### config.mk
export PLATFORM = sky130hd
export DESIGN_NAME = pair_run_length_decoder_flat
export DESIGN_NICKNAME = d
export VERILOG_FILES = /design/src/design/prld_pkg.sv /design/src/design/prld_if.sv /design/src/design/prld_in_stage.sv /design/src/design/prld_core.sv /design/src/design/prld_out_stage.sv /design/src/design/pair_run_length_decoder.sv /design/src/flat_wrapper.sv
export SDC_FILE = /design/constraint.sdc
export NUM_CORES = 1
export LEC_CHECK = 0
export ABC_AREA = 0
export BUFFER_PORTS_ARGS = -buffer_cell sky130_fd_sc_hd__buf_2
export CAP_MARGIN = 10
export CORE_ASPECT_RATIO = 1.2
export CORE_UTILIZATION = 55
export DETAILED_ROUTE_END_ITERATION = 6
export PLACE_DENSITY = 0.85
export SKIP_LAST_GASP = 1
export SLEW_MARGIN = 20
export SYNTH_ARGS = -nofsm -noshare
export SYNTH_HDL_FRONTEND = slang
export SYNTH_SLANG_ARGS = --single-unit
export TNS_END_PERCENT = 1
### constraint.sdc
create_clock -name clock -period 4.3 [get_ports clock]
set_input_delay 0.215 -clock clock [delete_from_list [all_inputs] [get_ports clock]]
set_output_delay 0.215 -clock clock [all_outputs]
set_load 0.005 [all_outputs]
### src/design/prld_pkg.sv
// Shared types and constants for the pair run-length decoder.
// No dependencies; every other design file imports this package.
`timescale 1ns / 1ps
`default_nettype none

package prld_pkg;

   localparam int BYTE_W  = 8;
   localparam int WORD_W  = 2 * BYTE_W;
   localparam int LIMIT_W = 15;
   localparam int COUNT_W = WORD_W;

   localparam logic [LIMIT_W-1:0] LIMIT_RESET = LIMIT_W'(20960);

   typedef enum logic [2:0] {
      PH_HDR_HI  = 3'd0,
      PH_HDR_LO  = 3'd1,
      PH_LITERAL = 3'd2,
      PH_PAIR_A  = 3'd3,
      PH_PAIR_B  = 3'd4
   } phase_type;

   localparam logic CMD_BYTE  = 1'b0;
   localparam logic CMD_DRAIN = 1'b1;

   typedef struct packed {
      logic              cmd;
      logic [BYTE_W-1:0] in_byte;
   } item_type;

   typedef struct packed {
      logic [BYTE_W-1:0] out_byte;
      logic              out_valid;
      logic              run_pending;
      logic              overrun_error;
   } result_type;

   // Flow control between the input stage and the result stage.
   typedef struct packed {
      logic item_valid;
      logic advance;
   } flow_type;

endpackage

`default_nettype wire

### src/design/prld_if.sv
// Valid/ready channel interfaces for the request and response sides.
// Depends on prld_pkg for field widths.
`timescale 1ns / 1ps
`default_nettype none

interface prld_req_if
   import prld_pkg::*;
();
   logic              valid;
   logic              ready;
   logic              cmd;
   logic [BYTE_W-1:0] in_byte;

   modport source (output valid, output cmd, output in_byte, input ready);
   modport sink   (input valid, input cmd, input in_byte, output ready);
endinterface

interface prld_rsp_if
   import prld_pkg::*;
();
   logic              valid;
   logic              ready;
   logic [BYTE_W-1:0] out_byte;
   logic              out_valid;
   logic              run_pending;
   logic              overrun_error;

   modport source (output valid, output out_byte, output out_valid,
                   output run_pending, output overrun_error, input ready);
   modport sink   (input valid, input out_byte, input out_valid,
                   input run_pending, input overrun_error, output ready);
endinterface

`default_nettype wire

### src/design/prld_in_stage.sv
// Input register of the decoder: captures one request transfer per cycle while it is empty or its item advances.
// Depends on prld_pkg and prld_req_if.
`timescale 1ns / 1ps
`default_nettype none

module prld_in_stage
   import prld_pkg::*;
(
   input  wire logic   clock,
   input  wire logic   reset,
   prld_req_if.sink    req_ch,
   input  wire logic   advance,
   output logic        item_valid,
   output item_type    item
);

   logic     valid_ff, valid_in;
   item_type item_ff, item_in;
   logic     take;

   assign req_ch.ready = !valid_ff || advance;
   assign take         = req_ch.valid && req_ch.ready;

   always_comb begin
      valid_in = valid_ff;
      item_in  = item_ff;
      if (take) begin
         valid_in        = 1'b1;
         item_in.cmd     = req_ch.cmd;
         item_in.in_byte = req_ch.in_byte;
      end else if (advance) begin
         valid_in = 1'b0;
      end
   end

   always_ff @(posedge clock) begin
      if (reset) begin
         valid_ff <= 1'b0;
      end else begin
         valid_ff <= valid_in;
      end
      item_ff <= item_in;
   end

   assign item_valid = valid_ff;
   assign item       = item_ff;

endmodule

`default_nettype wire

### src/design/prld_core.sv
// Decoder state and the single-pass update logic for one item.
// Depends on prld_pkg.
`timescale 1ns / 1ps
`default_nettype none

module prld_core
   import prld_pkg::*;
(
   input  wire logic               clock,
   input  wire logic               reset,
   input  wire logic               advance,
   input  wire item_type           item,
   input  wire logic [LIMIT_W-1:0] chunk_limit,
   output result_type              result
);

   phase_type          phase_ff, phase_in;
   logic [BYTE_W-1:0]  header_high_ff, header_high_in;
   logic [COUNT_W-1:0] remaining_ff, remaining_in;
   logic [BYTE_W-1:0]  pair_first_ff, pair_first_in;
   logic [BYTE_W-1:0]  pair_second_ff, pair_second_in;
   logic               next_is_first_ff, next_is_first_in;
   logic               repeating_ff, repeating_in;

   logic               run_active;
   logic [WORD_W-1:0]  word;
   logic [WORD_W-1:0]  mag;
   logic [COUNT_W-1:0] rem_dec;
   logic [COUNT_W-1:0] pair_total;

   assign run_active = repeating_ff && (remaining_ff != '0);
   assign word       = {header_high_ff, item.in_byte};
   assign mag        = word[WORD_W-1] ? (~word + WORD_W'(1)) : word;
   assign rem_dec    = remaining_ff - COUNT_W'(1);
   assign pair_total = {remaining_ff[COUNT_W-2:0], 1'b0} - COUNT_W'(1);

   always_comb begin
      phase_in         = phase_ff;
      header_high_in   = header_high_ff;
      remaining_in     = remaining_ff;
      pair_first_in    = pair_first_ff;
      pair_second_in   = pair_second_ff;
      next_is_first_in = next_is_first_ff;
      repeating_in     = repeating_ff;
      result           = '0;

      if (item.cmd == CMD_DRAIN) begin
         if (run_active) begin
            result.out_byte  = next_is_first_ff ? pair_first_ff : pair_second_ff;
            result.out_valid = 1'b1;
            next_is_first_in = !next_is_first_ff;
            remaining_in     = rem_dec;
            if (rem_dec == '0) begin
               repeating_in = 1'b0;
            end
         end
      end else if (run_active) begin
         result.overrun_error = 1'b1;
      end else begin
         case (phase_ff)
            PH_HDR_HI: begin
               header_high_in = item.in_byte;
               phase_in       = PH_HDR_LO;
            end
            PH_HDR_LO: begin
               if (word == '0 || mag >= {1'b0, chunk_limit}) begin
                  phase_in = PH_HDR_HI;
               end else if (word[WORD_W-1]) begin
                  remaining_in = mag;
                  phase_in     = PH_PAIR_A;
               end else begin
                  remaining_in = {mag[WORD_W-2:0], 1'b0};
                  repeating_in = 1'b0;
                  phase_in     = PH_LITERAL;
               end
            end
            PH_LITERAL: begin
               result.out_byte  = item.in_byte;
               result.out_valid = 1'b1;
               remaining_in     = rem_dec;
               if (rem_dec == '0) begin
                  phase_in = PH_HDR_HI;
               end
            end
            PH_PAIR_A: begin
               pair_first_in = item.in_byte;
               phase_in      = PH_PAIR_B;
            end
            PH_PAIR_B: begin
               pair_second_in   = item.in_byte;
               result.out_byte  = pair_first_ff;
               result.out_valid = 1'b1;
               remaining_in     = pair_total;
               next_is_first_in = 1'b0;
               repeating_in     = (pair_total != '0);
               phase_in         = PH_HDR_HI;
            end
            default: begin
               phase_in = PH_HDR_HI;
            end
         endcase
      end

      result.run_pending = repeating_in && (remaining_in != '0);
   end

   always_ff @(posedge clock) begin
      if (reset) begin
         phase_ff         <= PH_HDR_HI;
         header_high_ff   <= '0;
         remaining_ff     <= '0;
         pair_first_ff    <= '0;
         pair_second_ff   <= '0;
         next_is_first_ff <= 1'b1;
         repeating_ff     <= 1'b0;
      end else if (advance) begin
         phase_ff         <= phase_in;
         header_high_ff   <= header_high_in;
         remaining_ff     <= remaining_in;
         pair_first_ff    <= pair_first_in;
         pair_second_ff   <= pair_second_in;
         next_is_first_ff <= next_is_first_in;
         repeating_ff     <= repeating_in;
      end
   end

endmodule

`default_nettype wire

### src/design/prld_out_stage.sv
// Result register of the decoder: holds one result until the sink takes it.
// Depends on prld_pkg and prld_rsp_if.
`timescale 1ns / 1ps
`default_nettype none

module prld_out_stage
   import prld_pkg::*;
(
   input  wire logic       clock,
   input  wire logic       reset,
   input  wire logic       item_valid,
   input  wire result_type result,
   output flow_type        flow,
   prld_rsp_if.source      rsp_ch
);

   logic       valid_ff, valid_in;
   result_type result_ff, result_in;
   logic       advance;

   // Take a new result when the register is empty or being emptied now.
   assign advance         = item_valid && (!valid_ff || rsp_ch.ready);
   assign flow.item_valid = item_valid;
   assign flow.advance    = advance;

   always_comb begin
      valid_in  = valid_ff;
      result_in = result_ff;
      if (advance) begin
         valid_in  = 1'b1;
         result_in = result;
      end else if (rsp_ch.ready) begin
         valid_in = 1'b0;
      end
   end

   always_ff @(posedge clock) begin
      if (reset) begin
         valid_ff <= 1'b0;
      end else begin
         valid_ff <= valid_in;
      end
      result_ff <= result_in;
   end

   assign rsp_ch.valid         = valid_ff;
   assign rsp_ch.out_byte      = result_ff.out_byte;
   assign rsp_ch.out_valid     = result_ff.out_valid;
   assign rsp_ch.run_pending   = result_ff.run_pending;
   assign rsp_ch.overrun_error = result_ff.overrun_error;

endmodule

`default_nettype wire

### src/design/pair_run_length_decoder.sv
// Pair run-length decoder, top level: input register, decode core, result register.
// Path: a request is registered in the input register, decoded by the core and registered in the result register.
// Throughput: one item per cycle while the sink takes results; the decode state updates in one pass per item.
// Reset (synchronous, active high): both stages empty, decode state back to
// header-high phase, chunk_limit back to 20960.
// Depends on prld_pkg, prld_if, prld_in_stage, prld_core, prld_out_stage.
`timescale 1ns / 1ps
`default_nettype none

module pair_run_length_decoder
   import prld_pkg::*;
(
   input  wire logic               clock,
   input  wire logic               reset,
   prld_req_if.sink                req_ch,
   prld_rsp_if.source              rsp_ch,
   input  wire logic               csr_wr_en,
   input  wire logic [LIMIT_W-1:0] csr_wr_data
);

   logic [LIMIT_W-1:0] chunk_limit_ff, chunk_limit_in;
   logic               item_valid;
   item_type           item;
   result_type         result;
   flow_type           flow;

   // Chunk limit register: hold unless software writes it.
   assign chunk_limit_in = csr_wr_en ? csr_wr_data : chunk_limit_ff;

   always_ff @(posedge clock) begin
      if (reset) begin
         chunk_limit_ff <= LIMIT_RESET;
      end else begin
         chunk_limit_ff <= chunk_limit_in;
      end
   end

   // Input register: refills in the same cycle that its item advances.
   prld_in_stage u_in_stage (
      .clock      (clock),
      .reset      (reset),
      .req_ch     (req_ch),
      .advance    (flow.advance),
      .item_valid (item_valid),
      .item       (item)
   );

   // Decode core: state advances only when the item moves into the result register.
   prld_core u_core (
      .clock       (clock),
      .reset       (reset),
      .advance     (flow.advance),
      .item        (item),
      .chunk_limit (chunk_limit_ff),
      .result      (result)
   );

   // Result register: a waiting result that the sink has not taken stalls the core and the input register.
   prld_out_stage u_out_stage (
      .clock      (clock),
      .reset      (reset),
      .item_valid (item_valid),
      .result     (result),
      .flow       (flow),
      .rsp_ch     (rsp_ch)
   );

endmodule

`default_nettype wire
### src/flat_wrapper.sv
// flat-port wrapper written by rule: the top's interface ports become plain ports
module pair_run_length_decoder_flat import prld_pkg::*;
  (clock, reset, csr_wr_en, csr_wr_data, req_ch_valid, req_ch_cmd, req_ch_in_byte, req_ch_ready, rsp_ch_valid, rsp_ch_out_byte, rsp_ch_out_valid, rsp_ch_run_pending, rsp_ch_overrun_error, rsp_ch_ready);
  prld_req_if req_ch_i ();
  prld_rsp_if rsp_ch_i ();
  input  wire logic clock;
  input  wire logic reset;
  input  wire logic csr_wr_en;
  input  wire logic [LIMIT_W-1:0] csr_wr_data;
  input wire logic [$bits(req_ch_i.valid)-1:0] req_ch_valid;
  input wire logic [$bits(req_ch_i.cmd)-1:0] req_ch_cmd;
  input wire logic [$bits(req_ch_i.in_byte)-1:0] req_ch_in_byte;
  output wire logic [$bits(req_ch_i.ready)-1:0] req_ch_ready;
  output wire logic [$bits(rsp_ch_i.valid)-1:0] rsp_ch_valid;
  output wire logic [$bits(rsp_ch_i.out_byte)-1:0] rsp_ch_out_byte;
  output wire logic [$bits(rsp_ch_i.out_valid)-1:0] rsp_ch_out_valid;
  output wire logic [$bits(rsp_ch_i.run_pending)-1:0] rsp_ch_run_pending;
  output wire logic [$bits(rsp_ch_i.overrun_error)-1:0] rsp_ch_overrun_error;
  input wire logic [$bits(rsp_ch_i.ready)-1:0] rsp_ch_ready;
  assign req_ch_i.valid = req_ch_valid;
  assign req_ch_i.cmd = req_ch_cmd;
  assign req_ch_i.in_byte = req_ch_in_byte;
  assign req_ch_ready = req_ch_i.ready;
  assign rsp_ch_valid = rsp_ch_i.valid;
  assign rsp_ch_out_byte = rsp_ch_i.out_byte;
  assign rsp_ch_out_valid = rsp_ch_i.out_valid;
  assign rsp_ch_run_pending = rsp_ch_i.run_pending;
  assign rsp_ch_overrun_error = rsp_ch_i.overrun_error;
  assign rsp_ch_i.ready = rsp_ch_ready;
  pair_run_length_decoder u_core (.clock(clock), .reset(reset), .req_ch(req_ch_i), .rsp_ch(rsp_ch_i), .csr_wr_en(csr_wr_en), .csr_wr_data(csr_wr_data));
endmodule
==> impl_summary.md <==
Run status
The flow ran to the end, but the final reports show violations. The checks that failed: DRC.

Synthesis
The synthesized netlist occupies a cell area of 5410 um2. The cell taking the most area after synthesis is sky130_fd_sc_hd__dfxtp_1. A synthesized cell averages 8.16 um2. The synthesis-stage register bit count is 82. The number of enable flip-flop cells after synthesis is 20. After synthesis, the share of flip-flops with an asynchronous set or reset is 0%. Sorting the synthesized cells by how often they occur yields sky130_fd_sc_hd__nor2_1 (81), sky130_fd_sc_hd__dfxtp_1 (62), sky130_fd_sc_hd__nand2_1 (58), sky130_fd_sc_hd__a21oi_1 (45), sky130_fd_sc_hd__clkbuf_1 (44). The proportion of netlist area held by the largest area contributor is 23.0%. The netlist uses 74 different library cells. The fraction of the mapped netlist area in adder cells is 4.40%. Synthesis produced a netlist whose cell count is 663.

Of the post-synthesis cell area, the part taken by muxes is around 4.6%. By area the synthesized netlist is led by sky130_fd_sc_hd__dfxtp_1 (23%), sky130_fd_sc_hd__edfxtp_1 (11%), sky130_fd_sc_hd__nor2_1 (5.6%). By area, the combinational part of the netlist is dominated by compound AO/OA/AOI/OAI gates. The number of warnings issued by yosys is 0.

The net count of the mapped netlist is 711. In the synthesized netlist the dominant register cell turns out to be sky130_fd_sc_hd__dfxtp_1. The library cell with the highest instance count after synthesis is sky130_fd_sc_hd__nor2_1. Summing the areas of all and, or, nand and nor instances in the mapped netlist gives a little over a fifth of the synthesized area. The synthesized netlist devotes 5.02% of its cell area to XOR and XNOR gates. The compound-gate portion of the synthesized area is 24.1%. Sequential elements use 34.1% of the synthesized area.

Routing
The average vias per placed instance is 6.54. The violation count after the first detailed-routing iteration is between 500 and 600. The first-pass detailed-route iteration total is 7.

The final routed DRC violation total is 4. After detailed routing, the average wire length per cell comes to between 20 and 25 um. The via count of the routed design is 5376.

In this run the remaining antenna-violating nets after routing total 0. Summed over all layers, the routed wires come to 17000 um.

STA
The post-route minimum period is 4.02 ns. Static timing analysis puts the maximum clock frequency at 0.248 GHz. After layout, the worst path uses between 90% and 100% of the clock period. Across all hold checks on the routed design, the worst slack comes to 0.0471 ns. The number of hold violations in the final report came to 0. For the final database, setup skew stands at 0.00904 ns. The final setup violation count is 0. Headroom to the max-slew limit came out at about two fifths. Summed over all failing endpoints, the final setup total negative slack is 0 ns. The pin slew with the least headroom to its limit is 0.888 ns. The count of final max-slew check failures is 0.

Setup path
By startpoint and endpoint, the worst setup path is classified as register to register. The worst setup path is captured at a register. The arrival time at the worst endpoint is 4.09 ns. At the worst endpoint, the required time is 4.36 ns. The biggest fanout along the worst timing path is 8. Counting cells, the worst reg-to-reg path comes to 17.

The flop-to-flop setup slack is 0.28 ns. The launching element type of the critical path is a register.

Clock network
The clock-pin slew on the worst setup and hold paths is roughly 0.070 ns. For the worst-skew pair, the clock arrives at the later sink with an insertion delay of ~0.34 ns. In this run, CTS created clock tree buffers numbering 9.

In this run the post-CTS setup repair buffer count came out at 0. The TritonCTS clock tree is built. The library cell used as clock root buffer is sky130_fd_sc_hd__clkbuf_16. CTS built an H-tree with a depth of 3. The sink count of the clock tree is 82. The longest clock path from root to sink contains 2 buffers.

Place
The total placed instance area is 5790 um2. The count of buffers added on input and output ports is a little over 40. The HPWL after detailed placement is roughly 12000 um. The weighted congestion reported at the end of routability-driven placement is 0.927.

Cells and area
The final non-filler cell area is 6110 um2. The final core area utilization is 64.2%. The number of diodes added for antenna fixing is 0. From synthesis to final layout, the design area changed by 13.0%.

The number of nets in the finished design is roughly 740. Of the cells placed in the final design, the portion with a size suffix greater than 1 is around 16%. Fill cells in the final layout number between 800 and 900.

Die
Measured along the y axis, the die boundary spans between 100 and 150 um. The horizontal extent of the die is between 90 and 100 um. The initial utilization of the core area, before any placement, comes to 56.8%. The core region is around 9500 um2. The total number of placement rows is 39. During I/O placement, the number of pins put on the boundary was 42.

The floorplan step defined a die boundary enclosing 10200 um2.

Power and ir drop
Dividing total power by cell area gives a power density of between 300 and 400 nW/um2. The power after layout is 1.99 mW. The leakage power figure is 2.43 nW. VDD sags by at most 0.360 mV.

Global route
The via count of the first global-routing pass is 5234. The initial antenna violation count is 0. For this run, the total global-route usage over all layers was measured as between 30% and 40%. The wire length of the first global-routing pass is between 20000 and 30000 um. The pin count of the biggest net entering global routing is 54.

The remaining global-route overflow is 0.

Min path
The cell depth of the worst min-delay path is 1. The worst min-delay path class is input port to register.

Job
Max-cap violations in this run came to 0.
==> registers in the layout (all words and copies together) (netlist names) <==
signal / cells
u_core.chunk_limit_ff: 15
u_core.u_core.repeating_ff: 1
u_core.u_out_stage.rsp_ch.valid: 1
u_core.u_out_stage.rsp_ch.out_valid: 1
u_core.u_core.pair_second_ff: 8
u_core.u_in_stage.item: 9
u_core.u_core.pair_first_ff: 8
u_core.u_core.phase_ff: 3
u_core.u_out_stage.rsp_ch.run_pending: 1
u_core.u_core.next_is_first_ff: 1
u_core.u_in_stage.item_valid: 1
u_core.u_core.header_high_ff: 8
u_core.u_core.remaining_ff: 16
u_core.u_out_stage.rsp_ch.overrun_error: 1
u_core.u_out_stage.rsp_ch.out_byte: 8
==> worst max-delay path: stages, from the launching register on <==
cell and delay (ns):
sky130_fd_sc_hd__edfxtp_1 0.50, sky130_fd_sc_hd__inv_1 0.17, sky130_fd_sc_hd__ha_1 0.25, sky130_fd_sc_hd__nor2b_2 0.27, sky130_fd_sc_hd__nand3_1 0.17, sky130_fd_sc_hd__or3_1 0.37, sky130_fd_sc_hd__nand2_1 0.09, sky130_fd_sc_hd__xnor2_1 0.12
sky130_fd_sc_hd__ha_1 0.16, sky130_fd_sc_hd__a21o_1 0.13, sky130_fd_sc_hd__a211oi_1 0.09, sky130_fd_sc_hd__o31ai_1 0.10, sky130_fd_sc_hd__a41oi_1 0.11, sky130_fd_sc_hd__or2_2 0.43, sky130_fd_sc_hd__a21oi_1 0.24, sky130_fd_sc_hd__o2111ai_1 0.16
sky130_fd_sc_hd__nor4b_2 0.26, sky130_fd_sc_hd__a41oi_1 0.14
==> per-stage QoR <==
| stage | setup slack [ns] | std cells |
|---|---|---|
| after floorplan | 0.385 | 663 |
| after global placement | 0.251 | 806 |
| after detailed placement | 0.0177 | 806 |
| after CTS | 0.0619 | 822 |
| after global routing | -0.0143 | 822 |
| final | 0.275 | 822 |
==> repair_timing <==
item / CTS / global route
hold buffers: 0 / 0
resized for setup: 1 / 9
endpoints found under the hold margin: 0 / 0
endpoints found under the setup margin: 1 / 3
==> layout make-up <==
cell class / count / area (um2) / area share (%)
Tap cell: 123 / 154 / 2.52
Sequential cell: 82 / 1840 / 30.1
Multi-Input combinational cell: 500 / 3290 / 53.9
Clock inverter: 6 / 51.3 / 0.839
Timing Repair Buffer: 71 / 430 / 7.04
Inverter: 30 / 113 / 1.84
Clock buffer: 10 / 229 / 3.75
==> cell usage in the layout (no fill, tap or decap), types with 9 or more instances in the layout <==
| cell | instances |
|---|---|
| sky130_fd_sc_hd__a211oi_1 | 10 |
| sky130_fd_sc_hd__o31ai_1 | 10 |
| sky130_fd_sc_hd__o211ai_1 | 10 |
| sky130_fd_sc_hd__nand3_1 | 12 |
| sky130_fd_sc_hd__dfxtp_1 | 62 |
| sky130_fd_sc_hd__ha_1 | 19 |
| sky130_fd_sc_hd__a21oi_1 | 45 |
| sky130_fd_sc_hd__o21ai_0 | 22 |
| sky130_fd_sc_hd__xor2_1 | 9 |
| sky130_fd_sc_hd__nand2b_1 | 16 |
| sky130_fd_sc_hd__nor4_1 | 9 |
| sky130_fd_sc_hd__nor2_1 | 80 |
| sky130_fd_sc_hd__a22oi_1 | 14 |
| sky130_fd_sc_hd__nor3_1 | 13 |
| sky130_fd_sc_hd__o2111ai_1 | 10 |
| sky130_fd_sc_hd__buf_4 | 30 |
| sky130_fd_sc_hd__xnor2_1 | 22 |
| sky130_fd_sc_hd__buf_2 | 41 |
| sky130_fd_sc_hd__clkbuf_16 | 9 |
| sky130_fd_sc_hd__edfxtp_1 | 20 |
| sky130_fd_sc_hd__or3_1 | 9 |
| sky130_fd_sc_hd__nand2_1 | 58 |
| sky130_fd_sc_hd__mux2i_1 | 25 |
| sky130_fd_sc_hd__inv_1 | 28 |
==> per-layer routing <==
| metal | global-route usage, % | share of wire [%] |
|---|---|---|
| met1 | 42.2 | 40 |
| met5 | 0 | 0 |
| met3 | 5.99 | 7.7 |
| met4 | 15.0 | 3.9 |
| met2 | 56.8 | 49 |
==> cell families (layout without fill, tap and decap cells) <==
logic type	count (synthesis)	in the layout
compound gates	185	185
buf+inv	81	117
fa+ha+maj	19	19
xor+xnor	31	31
mux	25	25
simple gates	240	240
flops	82	82
==> path summary, 6_finish.rpt <==
path / end / startpoint
max: u_core.u_out_stage.rsp_ch.run_pending$_DFFE_PP_ / u_core.u_in_stage.item[1]$_DFFE_PP_
min: u_core.u_in_stage.item[5]$_DFFE_PP_ / req_ch_in_byte[5]
max reg2reg: u_core.u_out_stage.rsp_ch.run_pending$_DFFE_PP_ / u_core.u_in_stage.item[1]$_DFFE_PP_
min reg2reg: u_core.u_core.pair_second_ff[1]$_SDFFE_PP0P_ / u_core.u_core.pair_second_ff[1]$_SDFFE_PP0P_
==> power breakdown <==
group | total (mW) | internal (mW) | switching [mW] | leakage [nW]
logic | 0.403 | 0.157 | 0.246 | 1.60
clock network | 0.730 | 0.398 | 0.331 | 0.127
registers | 0.856 | 0.819 | 0.0371 | 0.699
(Power assumes the default switching activity.)
